`src/tach_pkg.sv`:
```
`default_nettype none

package tach_pkg;

    // defaults of the top level parameters
    localparam int CLOCK_HZ_DEF   = 80000000;
    localparam int MAX_WINDOW_DEF = 16;
    localparam int STAMP_BITS_DEF = 32;

    // fixed field widths
    localparam int STAMP_W    = 32;
    localparam int RPM_W      = 41;
    localparam int FREQ_W     = 35;
    localparam int PP_W       = 8;
    localparam int WIN_REG_W  = 5;
    localparam int MS_W       = 16;
    localparam int CFG_IDX_W  = 2;
    localparam int CFG_DATA_W = 16;

    localparam logic [PP_W-1:0]      PP_RESET      = PP_W'(1);
    localparam logic [WIN_REG_W-1:0] WIN_RESET     = WIN_REG_W'(1);
    localparam logic [MS_W-1:0]      TIMEOUT_RESET = MS_W'(1000);
    localparam logic [MS_W-1:0]      MS_MAX        = '1;

    typedef enum logic [CFG_IDX_W-1:0] {
        CFG_POLE_PAIRS   = 2'd0,
        CFG_FILTER_WIN   = 2'd1,
        CFG_FILTER_EN    = 2'd2,
        CFG_STOP_TIMEOUT = 2'd3
    } t_cfg_idx;

    typedef enum logic {
        FUNC_CAPTURE = 1'b0,
        FUNC_TICK    = 1'b1
    } t_func;

endpackage

`default_nettype wire

```
`src/tach_rpm_meter_with_moving_average.sv`:
```
// tick, priming capture or zero period: result goes by way of S_OUT into the output register
// measuring capture: two runs of the shared restoring divider (frequency, rpm), and a third
// for the average when filtered, with sequencer states between them
// one transaction at a time; the next is taken once the result sits in the output register
// reset is synchronous, active low: registers to defaults, filter empty, held results zero, out valid low
// the ring needs no clearing pass, entries are masked by the fill count
`default_nettype none

module tach_rpm_meter_with_moving_average #(
    parameter int CLOCK_HZ   = tach_pkg::CLOCK_HZ_DEF,
    parameter int MAX_WINDOW = tach_pkg::MAX_WINDOW_DEF,
    parameter int STAMP_BITS = tach_pkg::STAMP_BITS_DEF
) (
    input  wire logic                            i_clk,
    input  wire logic                            i_rst_n,
    input  wire logic                            i_in_valid,
    output logic                                 o_in_ready,
    input  wire logic                            i_func,
    input  wire logic [tach_pkg::STAMP_W-1:0]    i_capture_stamp,
    output logic                                 o_out_valid,
    input  wire logic                            i_out_ready,
    output logic      [tach_pkg::RPM_W-1:0]      o_filtered_rpm,
    output logic      [tach_pkg::RPM_W-1:0]      o_raw_rpm,
    output logic      [tach_pkg::FREQ_W-1:0]     o_input_frequency,
    output logic                                 o_new_measurement,
    output logic                                 o_stopped,
    input  wire logic                            i_cfg_wen,
    input  wire logic [tach_pkg::CFG_IDX_W-1:0]  i_cfg_idx,
    input  wire logic [tach_pkg::CFG_DATA_W-1:0] i_cfg_wdata
);

    import tach_pkg::*;

    localparam longint NUM_FREQ  = longint'(CLOCK_HZ) * 256;
    localparam longint NUM_RPM   = longint'(CLOCK_HZ) * 15360;
    localparam int     NUM_RPM_W = $clog2(NUM_RPM + 1);
    localparam int     IDX_W     = (MAX_WINDOW > 1) ? $clog2(MAX_WINDOW) : 1;
    localparam int     WIN_W     = $clog2(MAX_WINDOW + 1);
    localparam int     SUM_W     = RPM_W + $clog2(MAX_WINDOW);
    localparam int     DIVD_A    = (SUM_W > NUM_RPM_W) ? SUM_W : NUM_RPM_W;
    localparam int     DIVD_W    = (DIVD_A > RPM_W) ? DIVD_A : RPM_W + 1;
    localparam int     DIVS_W    = STAMP_BITS + PP_W;

    localparam logic [DIVD_W-1:0] NUM_FREQ_V = DIVD_W'(NUM_FREQ);
    localparam logic [DIVD_W-1:0] NUM_RPM_V  = DIVD_W'(NUM_RPM);

    typedef enum logic [7:0] {
        S_IDLE  = 8'b0000_0001,
        S_FREQ  = 8'b0000_0010,
        S_WFREQ = 8'b0000_0100,
        S_WRPM  = 8'b0000_1000,
        S_RING  = 8'b0001_0000,
        S_AVG   = 8'b0010_0000,
        S_WAVG  = 8'b0100_0000,
        S_OUT   = 8'b1000_0000
    } t_state;

    t_state r_state;

    // configuration
    logic [PP_W-1:0]      r_pp;
    logic [WIN_REG_W-1:0] r_win;
    logic                 r_en;
    logic [MS_W-1:0]      r_timeout;

    // tracking state
    logic [STAMP_BITS-1:0] r_prev;
    logic                  r_have;
    logic                  r_ever;
    logic [MS_W-1:0]       r_ms;
    logic [STAMP_BITS-1:0] r_period;
    logic [DIVS_W-1:0]     r_prod;

    // filter state
    logic [IDX_W-1:0] r_widx;
    logic [WIN_W-1:0] r_fill;
    logic [SUM_W-1:0] r_sum;

    // held results
    logic [RPM_W-1:0]  r_held_filt;
    logic [RPM_W-1:0]  r_held_raw;
    logic [FREQ_W-1:0] r_held_freq;
    logic              r_held_stop;
    logic              r_fresh;

    logic [STAMP_BITS-1:0] stamp_c;
    logic [STAMP_BITS-1:0] period_c;
    logic [MS_W-1:0]       ms_inc;
    logic [PP_W-1:0]       pp_eff;
    logic [WIN_W-1:0]      w_eff;
    logic                  bypass;
    logic                  ring_full;
    logic [RPM_W-1:0]      ring_rdata;
    logic [RPM_W-1:0]      old_sample;
    logic [WIN_W-1:0]      idx_inc;
    logic [DIVS_W-1:0]     prod_c;
    logic [FREQ_W-1:0]     freq_sat;
    logic [RPM_W-1:0]      rpm_sat;

    logic              div_start;
    logic [DIVD_W-1:0] div_dividend;
    logic [DIVS_W-1:0] div_divisor;
    logic              div_done;
    logic [DIVD_W-1:0] div_quo;

    assign stamp_c  = i_capture_stamp[STAMP_BITS-1:0];
    assign period_c = stamp_c - r_prev;
    assign ms_inc   = (r_ms != MS_MAX) ? r_ms + MS_W'(1) : r_ms;
    assign pp_eff   = (r_pp == '0) ? PP_W'(1) : r_pp;
    assign prod_c   = r_period * pp_eff;

    always_comb begin
        if (r_win == '0) begin
            w_eff = WIN_W'(1);
        end else if (32'(r_win) > MAX_WINDOW) begin
            w_eff = WIN_W'(MAX_WINDOW);
        end else begin
            w_eff = WIN_W'(r_win);
        end
    end

    assign bypass     = !r_en || (w_eff == WIN_W'(1));
    // an entry not yet written since the last clear reads as zero
    assign ring_full  = (r_fill == w_eff);
    assign old_sample = ring_full ? ring_rdata : '0;
    assign idx_inc    = WIN_W'(r_widx) + WIN_W'(1);

    assign freq_sat = (|div_quo[DIVD_W-1:FREQ_W]) ? '1 : div_quo[FREQ_W-1:0];
    assign rpm_sat  = (|div_quo[DIVD_W-1:RPM_W]) ? '1 : div_quo[RPM_W-1:0];

    always_comb begin
        div_start    = 1'b0;
        div_dividend = NUM_FREQ_V;
        div_divisor  = {{PP_W{1'b0}}, r_period};
        unique case (r_state)
            S_FREQ: begin
                div_start = 1'b1;
            end
            S_WFREQ: begin
                div_start    = div_done;
                div_dividend = NUM_RPM_V;
                div_divisor  = r_prod;
            end
            S_AVG: begin
                div_start    = 1'b1;
                div_dividend = DIVD_W'(r_sum);
                div_divisor  = DIVS_W'(r_fill);
            end
            default: begin
                div_start = 1'b0;
            end
        endcase
    end

    tach_div #(
        .DIVD_W (DIVD_W),
        .DIVS_W (DIVS_W)
    ) u_div (
        .i_clk      (i_clk),
        .i_rst_n    (i_rst_n),
        .i_start    (div_start),
        .i_dividend (div_dividend),
        .i_divisor  (div_divisor),
        .o_done     (div_done),
        .o_quotient (div_quo)
    );

    tach_ram #(
        .WIDTH (RPM_W),
        .DEPTH (MAX_WINDOW)
    ) u_ring (
        .i_clk   (i_clk),
        .i_we    (r_state == S_RING),
        .i_waddr (r_widx),
        .i_wdata (r_held_raw),
        .i_raddr (r_widx),
        .o_rdata (ring_rdata)
    );

    assign o_in_ready = (r_state == S_IDLE);

    always_ff @(posedge i_clk) begin
        if (!i_rst_n) begin
            r_state     <= S_IDLE;
            r_pp        <= PP_RESET;
            r_win       <= WIN_RESET;
            r_en        <= 1'b0;
            r_timeout   <= TIMEOUT_RESET;
            r_prev      <= '0;
            r_have      <= 1'b0;
            r_ever      <= 1'b0;
            r_ms        <= '0;
            r_widx      <= '0;
            r_fill      <= '0;
            r_sum       <= '0;
            r_held_filt <= '0;
            r_held_raw  <= '0;
            r_held_freq <= '0;
            r_held_stop <= 1'b0;
            r_fresh     <= 1'b0;
            o_out_valid <= 1'b0;
        end else begin
            if (o_out_valid && i_out_ready) begin
                o_out_valid <= 1'b0;
            end

            if (i_cfg_wen) begin
                unique case (t_cfg_idx'(i_cfg_idx))
                    CFG_POLE_PAIRS: r_pp <= i_cfg_wdata[PP_W-1:0];
                    CFG_FILTER_WIN: begin
                        r_win  <= i_cfg_wdata[WIN_REG_W-1:0];
                        r_widx <= '0;
                        r_fill <= '0;
                        r_sum  <= '0;
                    end
                    CFG_FILTER_EN:    r_en      <= i_cfg_wdata[0];
                    CFG_STOP_TIMEOUT: r_timeout <= i_cfg_wdata[MS_W-1:0];
                    default: ;
                endcase
            end

            unique case (r_state)
                S_IDLE: begin
                    if (i_in_valid) begin
                        r_state <= S_OUT;
                        r_fresh <= 1'b0;
                        if (i_func == FUNC_TICK) begin
                            r_ms <= ms_inc;
                            if (r_ever && (ms_inc > r_timeout)) begin
                                r_held_filt <= '0;
                                r_held_raw  <= '0;
                                r_held_freq <= '0;
                                r_held_stop <= 1'b1;
                            end
                        end else begin
                            r_ever <= 1'b1;
                            r_ms   <= '0;
                            r_prev <= stamp_c;
                            r_have <= 1'b1;
                            if (r_have) begin
                                r_fresh <= 1'b1;
                                if (period_c == '0) begin
                                    r_held_filt <= '0;
                                    r_held_raw  <= '0;
                                    r_held_freq <= '0;
                                    r_held_stop <= 1'b1;
                                end else begin
                                    r_period <= period_c;
                                    r_state  <= S_FREQ;
                                end
                            end
                        end
                    end
                end
                S_FREQ: begin
                    r_prod  <= prod_c;
                    r_state <= S_WFREQ;
                end
                S_WFREQ: begin
                    if (div_done) begin
                        r_held_freq <= freq_sat;
                        r_state     <= S_WRPM;
                    end
                end
                S_WRPM: begin
                    if (div_done) begin
                        r_held_raw  <= rpm_sat;
                        r_held_stop <= 1'b0;
                        if (bypass) begin
                            r_held_filt <= rpm_sat;
                            r_state     <= S_OUT;
                        end else begin
                            r_state <= S_RING;
                        end
                    end
                end
                S_RING: begin
                    r_sum  <= r_sum + SUM_W'(r_held_raw) - SUM_W'(old_sample);
                    r_widx <= (idx_inc == w_eff) ? '0 : idx_inc[IDX_W-1:0];
                    if (!ring_full) begin
                        r_fill <= r_fill + WIN_W'(1);
                    end
                    r_state <= S_AVG;
                end
                S_AVG: begin
                    r_state <= S_WAVG;
                end
                S_WAVG: begin
                    if (div_done) begin
                        r_held_filt <= div_quo[RPM_W-1:0];
                        r_state     <= S_OUT;
                    end
                end
                S_OUT: begin
                    if (!o_out_valid || i_out_ready) begin
                        o_out_valid <= 1'b1;
                        r_state     <= S_IDLE;
                    end
                end
                default: begin
                    r_state <= S_IDLE;
                end
            endcase
        end
    end

    always_ff @(posedge i_clk) begin
        if ((r_state == S_OUT) && (!o_out_valid || i_out_ready)) begin
            o_filtered_rpm    <= r_held_filt;
            o_raw_rpm         <= r_held_raw;
            o_input_frequency <= r_held_freq;
            o_new_measurement <= r_fresh;
            o_stopped         <= r_held_stop;
        end
    end

    a_done_when_waiting: assert property (@(posedge i_clk) disable iff (!i_rst_n)
        div_done |-> (r_state == S_WFREQ || r_state == S_WRPM || r_state == S_WAVG))
        else $error("divider finished outside a wait state");

    a_fill_in_window: assert property (@(posedge i_clk) disable iff (!i_rst_n)
        (r_fill <= w_eff) && (WIN_W'(r_widx) < w_eff))
        else $error("ring fill count or write index beyond window");

    a_one_at_a_time: assert property (@(posedge i_clk) disable iff (!i_rst_n)
        (i_in_valid && o_in_ready) |=> !o_in_ready)
        else $error("transaction taken while another is in work");

    a_stopped_zero: assert property (@(posedge i_clk) disable iff (!i_rst_n)
        (o_out_valid && o_stopped) |->
            (o_raw_rpm == '0 && o_filtered_rpm == '0 && o_input_frequency == '0))
        else $error("stopped result carries nonzero values");

    a_sum_empty: assert property (@(posedge i_clk) disable iff (!i_rst_n)
        (r_fill == '0) |-> (r_sum == '0))
        else $error("running sum nonzero with empty ring");

endmodule

`default_nettype wire

```
`src/tach_ram.sv`:
```
`default_nettype none

module tach_ram #(
    parameter int WIDTH = 41,
    parameter int DEPTH = 16
) (
    input  wire logic                                   i_clk,
    input  wire logic                                   i_we,
    input  wire logic [((DEPTH > 1) ? $clog2(DEPTH) : 1)-1:0] i_waddr,
    input  wire logic [WIDTH-1:0]                       i_wdata,
    input  wire logic [((DEPTH > 1) ? $clog2(DEPTH) : 1)-1:0] i_raddr,
    output logic      [WIDTH-1:0]                       o_rdata
);

    logic [WIDTH-1:0] r_mem [DEPTH];

    always_ff @(posedge i_clk) begin
        if (i_we) begin
            r_mem[i_waddr] <= i_wdata;
        end
        o_rdata <= r_mem[i_raddr];
    end

endmodule

`default_nettype wire

```
`src/tach_div.sv`:
```
`default_nettype none

// restoring divider, one quotient bit per cycle
module tach_div #(
    parameter int DIVD_W = 45,
    parameter int DIVS_W = 40
) (
    input  wire logic              i_clk,
    input  wire logic              i_rst_n,
    input  wire logic              i_start,
    input  wire logic [DIVD_W-1:0] i_dividend,
    input  wire logic [DIVS_W-1:0] i_divisor,
    output logic                   o_done,
    output logic      [DIVD_W-1:0] o_quotient
);

    localparam int CNT_W = $clog2(DIVD_W + 1);

    logic              r_busy;
    logic              r_done;
    logic [CNT_W-1:0]  r_cnt;
    logic [DIVS_W-1:0] r_rem;
    logic [DIVD_W-1:0] r_quo;
    logic [DIVS_W-1:0] r_dvs;

    logic [DIVS_W:0]   rem_sh;
    logic [DIVS_W:0]   sub_c;
    logic              ge;

    assign rem_sh = {r_rem, r_quo[DIVD_W-1]};
    assign sub_c  = rem_sh - {1'b0, r_dvs};
    // no borrow out of the top bit means the shifted remainder covers the divisor
    assign ge     = !sub_c[DIVS_W];

    always_ff @(posedge i_clk) begin
        if (!i_rst_n) begin
            r_busy <= 1'b0;
            r_done <= 1'b0;
            r_cnt  <= '0;
        end else begin
            r_done <= 1'b0;
            if (i_start) begin
                r_busy <= 1'b1;
                r_cnt  <= CNT_W'(DIVD_W);
            end else if (r_busy) begin
                r_cnt <= r_cnt - CNT_W'(1);
                if (r_cnt == CNT_W'(1)) begin
                    r_busy <= 1'b0;
                    r_done <= 1'b1;
                end
            end
        end
    end

    always_ff @(posedge i_clk) begin
        if (i_start) begin
            r_rem <= '0;
            r_quo <= i_dividend;
            r_dvs <= i_divisor;
        end else if (r_busy) begin
            r_rem <= ge ? sub_c[DIVS_W-1:0] : rem_sh[DIVS_W-1:0];
            r_quo <= {r_quo[DIVD_W-2:0], ge};
        end
    end

    assign o_done     = r_done;
    assign o_quotient = r_quo;

endmodule

`default_nettype wire

```
`config.mk`:
```
export PLATFORM = sky130hd
export DESIGN_NAME = tach_rpm_meter_with_moving_average
export DESIGN_NICKNAME = d
export VERILOG_FILES = /design/src/tach_pkg.sv /design/src/tach_rpm_meter_with_moving_average.sv /design/src/tach_ram.sv /design/src/tach_div.sv
export SDC_FILE = /design/constraint.sdc
export NUM_CORES = 2
export LEC_CHECK = 0
export BUFFER_PORTS_ARGS = -buffer_cell sky130_fd_sc_hd__buf_2
export CAP_MARGIN = 20
export CELL_PAD_IN_SITES_DETAIL_PLACEMENT = 1
export CELL_PAD_IN_SITES_GLOBAL_PLACEMENT = 1
export CORE_ASPECT_RATIO = 1.2
export CORE_UTILIZATION = 35
export CTS_CLUSTER_DIAMETER = 50
export DETAILED_ROUTE_END_ITERATION = 16
export HOLD_SLACK_MARGIN = 0.03
export PLACE_DENSITY = 0.62
export SLEW_MARGIN = 10
export SYNTH_ARGS = -nofsm -noshare
export SYNTH_HDL_FRONTEND = slang
export SYNTH_SLANG_ARGS = --single-unit
```
`constraint.sdc`:
```
create_clock -name i_clk -period 7.35 [get_ports i_clk]
set_input_delay 1.47 -clock i_clk [delete_from_list [all_inputs] [get_ports i_clk]]
set_output_delay 1.47 -clock i_clk [all_outputs]
set_load 0.1 [all_outputs]
```
## Word level (Yosys, flattened, before mapping)

Memories as Yosys holds them, arrays and structs flattened. A register that Yosys moved wholly into a read port is not among the register bits.
Index checks and enable logic that the tools add are counted.

- Register bits: 585
- Bits in latches: 0
- Memory bits (writable): 656
- Bits in read-only memories: 0
- Input port bits: 56
- Output and inout bits: 121
- Memories kept: 1

- Add/sub/neg operators: 8
- Multipliers: 1
- Div/mod/pow operators: 0
- Magnitude comparators: 2
- Equality and inequality tests: 25
- Shift-type cells: 0
- Muxes and demuxes: 73
- Bitwise gates (word level): 4
- Reductions and logical operators: 36

Memories:

| memory | words | bits a word | read ports | clocked after Yosys merged registers in | wr ports | RTL line | RTL |
|---|---|---|---|---|---|---|---|
| u_ring.r_mem | 16 | 41 | 1 | 1 | 1 | tach_ram.sv:15 | `logic [WIDTH-1:0] r_mem [DEPTH];` |

Operator list:

| cell | count |
|---|---|
| $mux W41 | 11 |
| $mux W35 | 7 |
| $mux W45 | 5 |
| $pmux W41 S3 | 1 |
| $pmux W45 S2 | 1 |
| $pmux W41 S2 | 1 |
| $mux W8 | 10 |
| $pmux W40 S2 | 1 |
| $pmux W35 S2 | 1 |
| $pmux W8 S8 | 1 |
| $add A45 B41 Y45 | 1 |
| $sub A45 B41 Y45 | 1 |
| $sub A41 B40 Y41 | 1 |
| $mul A32 B8 Y40 | 1 |
| $mux W40 | 1 |
| $logic_not A32 Y1 | 1 |
| $mux W16 | 2 |
| $sub A32 B32 Y32 | 1 |
| $mux W5 | 6 |
| $reduce_and A6 Y1 | 3 |
| $mux W1 | 17 |
| $add A16 B1 Y16 const B | 1 |
| $gt A16 B16 Y1 | 1 |
| $mux W4 | 4 |
| other kinds (41) | 69 |

## Logic depth before layout (Yosys ltp)

- Depth in word-level cells: 8
- Gate-level depth with buffers: 24

## Modules after synthesis

A second synthesis with hierarchy kept.

- Cells, all modules: 5,197
- Area total of the unflattened synthesis: 64,832.2 um^2

Modules (own cells, without submodules):

| module | times used | cells an instance | area each (um^2) | seq. area each (um^2) |
|---|---|---|---|---|
| tach_rpm_meter_with_moving_average | 1 | 3,397 | 31,831.8 | 10,960.5 |
| tach_ram | 1 | 1,066 | 25,369.3 | 20,519.7 |
| tach_div | 1 | 734 | 7,631.1 | 3,513.4 |

## Worst setup path before layout

No wires, ideal clock.

- Path type: input to register
- From: in i_out_ready
- To: reg o_filtered_rpm[0] in the netlist's numbering (enable)
- Setup time: 611 ps
- Data arrival time: 6,851 ps
- Data required time: 6,739 ps
- Path slack: -113 ps
- Stages: 2
- Buffers on the path: 0
- Path through: nand2b_1 > nor2b_1

- Cells in the longest elaborated chain, start to end: 2

RTL lines:

| what | RTL line | RTL |
|---|---|---|
| start: declaration | tach_rpm_meter_with_moving_average.sv:21 | `input wire logic i_out_ready,` |
| $logic_or A1 B1 Y1 | tach_rpm_meter_with_moving_average.sv:308 | `if ((r_state == S_OUT) && (!o_out_valid \|\| i_out_ready)) begin` |
| $logic_and A1 B1 Y1 | tach_rpm_meter_with_moving_average.sv:308 |  |
| end signal: assignment | tach_rpm_meter_with_moving_average.sv:309 | `o_filtered_rpm <= r_held_filt;` |
| end: declaration | tach_rpm_meter_with_moving_average.sv:22 | `output logic [tach_pkg::RPM_W-1:0] o_filtered_rpm,` |

No other way between the ends.
A chain may end at the register's enable or synchronous reset.

## Worst setup path after layout

- From: reg r_pp[3]
- To: reg r_prod[39], data pin

- Cells in the longest elaborated chain, start to end: 3

RTL lines:

| what | RTL line | RTL |
|---|---|---|
| start: declaration | tach_rpm_meter_with_moving_average.sv:61 | `logic [PP_W-1:0] r_pp;` |
| start signal: assignment | tach_rpm_meter_with_moving_average.sv:209 | `CFG_POLE_PAIRS: r_pp <= i_cfg_wdata[PP_W-1:0];` |
| $logic_not A8 Y1 | tach_rpm_meter_with_moving_average.sv:109 | `assign pp_eff = (r_pp == '0) ? PP_W'(1) : r_pp;` |
| $mux W8 * | tach_rpm_meter_with_moving_average.sv:109 |  |
| $mul A32 B8 Y40 * | tach_rpm_meter_with_moving_average.sv:110 | `assign prod_c = r_period * pp_eff;` |
| named net prod_c[39] | tach_rpm_meter_with_moving_average.sv:96 | `logic [DIVS_W-1:0] prod_c;` |
| end signal: assignment | tach_rpm_meter_with_moving_average.sv:256 | `r_prod <= prod_c;` |
| end: declaration | tach_rpm_meter_with_moving_average.sv:72 | `logic [DIVS_W-1:0] r_prod;` |

Mark *: on every way through the listed nets, which the timed path passes. The rest lies on a longest branch.

==> metrics <==
critical path type=flip-flop to flip-flop; Seq cells post-synth=1282; CTS root buf=clkbuf_16; Clock Latency Late Sink=820 ps; max frequency=148 MHz; Synth Flop Type=edfxtp_1; Hold Crit Class=flip-flop to flip-flop; Die Ht=471 um; worst r2r dst=r_prod[39]; placed cell count=7483; number of flops mapped to enable cells by yosys=932; Post-CTS Setup Bufs=0; Post-CTS Resized=0; Mapped Area=0.0640 mm2; global route hottest layer=met2; TritonCTS clock tree=done; starting DRC count in detailed routing=2236; DP Wirelength=116000 um; antenna violations before repair=7; crit-path max FO=25; Tightest Pin Transition=1110 ps; row count=171; chip width=392 um; Max-Cap Viols=0; DRT Pass-1 Iters=5; Layout Cells excl Fill=7776; yosys warns=0; required time of the critical path=7890 ps; Num CTS Buffers=155; Final min period=6770 ps; Slew Viols, Final=0; Clock Sinks=1282; Netlist cell types=82; Worst Hold Path Cells=0; htree depth=4; total track usage=0.189; CP startpoint kind=flip-flop; Hold Slack=403 ps; routing usage on met1=0.248; DR vias=40.2k; status=completed; number of global-route vias before repair=43.3k; critical path's largest stage delay=940 ps; Hold Path End=o_input_frequency[34]; Post-synth ARST share=0; Starting Density=0.353; Clock Skew=53.5 ps; fin crit share=0.921; RSZ-0062 raised after global routing=no; WL final=174000 um; Hold Buf Count CTS=0; Rel. slew slack=0.257; Post-Synthesis Cells=5066; met3 Use GR=0.0291; area delta synth->final=14.0%; Antenna Violating Nets Remaining=0; Worst R2R Start=r_pp[3]; Final setup viols=0; R2R cell count=23; clock slew at reported path FFs=60 ps; clk buf depth=3; largest net degree at the start of global routing=138; core footprint=0.181 mm2; Crit. End Element=flip-flop; Fin. Hold Viols=0; GRT met2 Usage=0.317; first-pass GRT wire length=265000 um; DR WL/cell=22.4 um; I/O Buffers=176; GR Overflow Total=0; die area=0.185 mm2; crit path max-delay cell type=dfxtp_1; total negative slack=0 ps; peak supply drop=0.000196 V; reg-to-reg slack, setup=580 ps; Final nets=5698; Post-route DRC=0; post-synth net total=5545; share of layout cells above drive strength 1=0.143; Top-Level Pins=177; DR vias/cell=5.18; Lkg Pwr=26.5 nW; Seq/Total Area, Yosys=0.547; critical path cell sequence=nor4_1 > a21oi_2 > buf_4 > nor2b_1 > fa_1 > fa_1 > inv_1 > fa_1 > inv_1 > ha_1 > a21oi_1 > nor2b_1 > o21ai_0 > a21oi_1 > o31ai_1 > a211oi_1 > o311a_1 > or4_1 > a31oi_1 > o21ai_0 > a21o_1 > a21oi_1 > xnor2_1; power per cell area=257 mW/mm2; Syn Area/Cell=12.6 um2; routability cong.=0.804; # fillers=19.1k; Hold Startpoint=r_held_freq[34]; WP data arrival=7310 ps; final total power=0.0187 W
## kinds of logic after synthesis
group / count (synthesis) / share of synthesized area
AOI/OAI and AO/OA: 926 / 0.0918
DFF: 1282 / 0.547
and+or+nand+nor: 1213 / 0.0934
xor gates and xnor gates: 148 / 0.0202
adders and majority gates: 423 / 0.109
muxes: 352 / 0.0951
buffers and inverters: 722 / 0.0440
## layout by cell type, fill, tap and decap left out, types with 45 or more instances in the layout
cell and n:
edfxtp_1 932, inv_1 468, nand2_1 437, dfxtp_1 345
a21oi_1 309, and2_1 225, fa_1 223, mux4_2 205
ha_1 200, buf_2 175, nor2_1 161, o21ai_0 159
clkbuf_16 157, mux2i_1 145, o211ai_1 138, xnor2_1 103
nand3_1 88, a21o_1 85, buf_4 68, and3_1 63
nor2b_1 60, nor3_1 45
## how the worst max path moves through the flow
stage          startpoint          end  slack, ps  cells past startpoint
2_1_floorplan  r_state[7]  r_period[0]        720                      8
3_3_place_gp      r_pp[3]   r_prod[39]        650                     23
3_5_place_dp      r_pp[3]   r_prod[39]        580                     23
4_1_cts           r_pp[3]   r_prod[39]        520                     23
5_1_grt           r_pp[3]   r_prod[39]        140                     23
6_report          r_pp[3]   r_prod[39]        580                     23
## cell type report
| class | count | area [um2] | area share |
|---|---|---|---|
| inverter | 470 | 1770 | 0.0242 |
| timing repair buffer | 248 | 1480 | 0.0202 |
| clock inverter | 90 | 1090 | 0.0149 |
| sequential | 1282 | 35000 | 0.480 |
| clock buffer | 201 | 4190 | 0.0575 |
| antenna | 1 | 2.50 | 0.0000343 |
| tap | 2422 | 3030 | 0.0415 |
| multi-input combinational | 3062 | 26400 | 0.362 |
## synth_stat cells, types with 64 or more instances
cell type / instances / area share
edfxtp_1: 932 / 0.44
inv_1: 468 / 0.027
nand2_1: 437 / 0.026
dfxtp_1: 350 / 0.11
a21oi_1: 310 / 0.024
and2_1: 224 / 0.022
fa_1: 223 / 0.070
clkbuf_1: 220 / 0.013
mux4_2: 205 / 0.072
ha_1: 200 / 0.039
nor2_1: 178 / 0.010
o21ai_0: 159 / 0.012
mux2i_1: 145 / 0.023
o211ai_1: 138 / 0.016
xnor2_1: 104 / 0.014
nand3_1: 88 / 0.0069
a21o_1: 85 / 0.010
and3_1: 64 / 0.0063
## worst max-delay path: cells and delay by family, from the launching register on
| kind | cells | cell delay (ps) |
|---|---|---|
| AOI/OAI and AO/OA | 11 | 2490 |
| and+or+nand+nor | 4 | 770 |
| xor gates and xnor gates | 1 | 70 |
| DFF | 1 | 940 |
| adders and majority gates | 4 | 1870 |
| buffers and inverters | 3 | 340 |
## power by group
part	total, W	switching, W	internal, W
sequential	0.00803	0.000147	0.00788
clock	0.00777	0.00330	0.00447
combinational	0.00294	0.00183	0.00111
## per-layer routing
metal	part of all wire	wire length, um
met3	0.044	7580
met1	0.44	76900
met2	0.48	84300
met5	0.000098	17
met4	0.031	5440
## per-stage QoR
stage | utilization | worst slack, ps | area, um2
final | 0.403 | 580 | 73000
after global routing | 0.403 | 140 | 73000
after CTS | 0.403 | 523 | 72900
after detailed placement | 0.373 | 576 | 67700
after global placement | 0.373 | 646 | 67600
after floorplan | - | 722 | 64000
## state kept, by name, summed over array words and instances (netlist names), 35 cells and up
name / cells
o_filtered_rpm: 41
r_prod: 40
u_div.r_rem: 40
r_held_filt: 41
o_raw_rpm: 41
r_held_freq: 35
o_input_frequency: 35
r_held_raw: 41
u_div.o_quotient: 45
u_ring.r_mem: 656
u_ring.o_rdata: 41
u_div.r_dvs: 40
r_sum: 45
(Power assumes the default switching activity.)
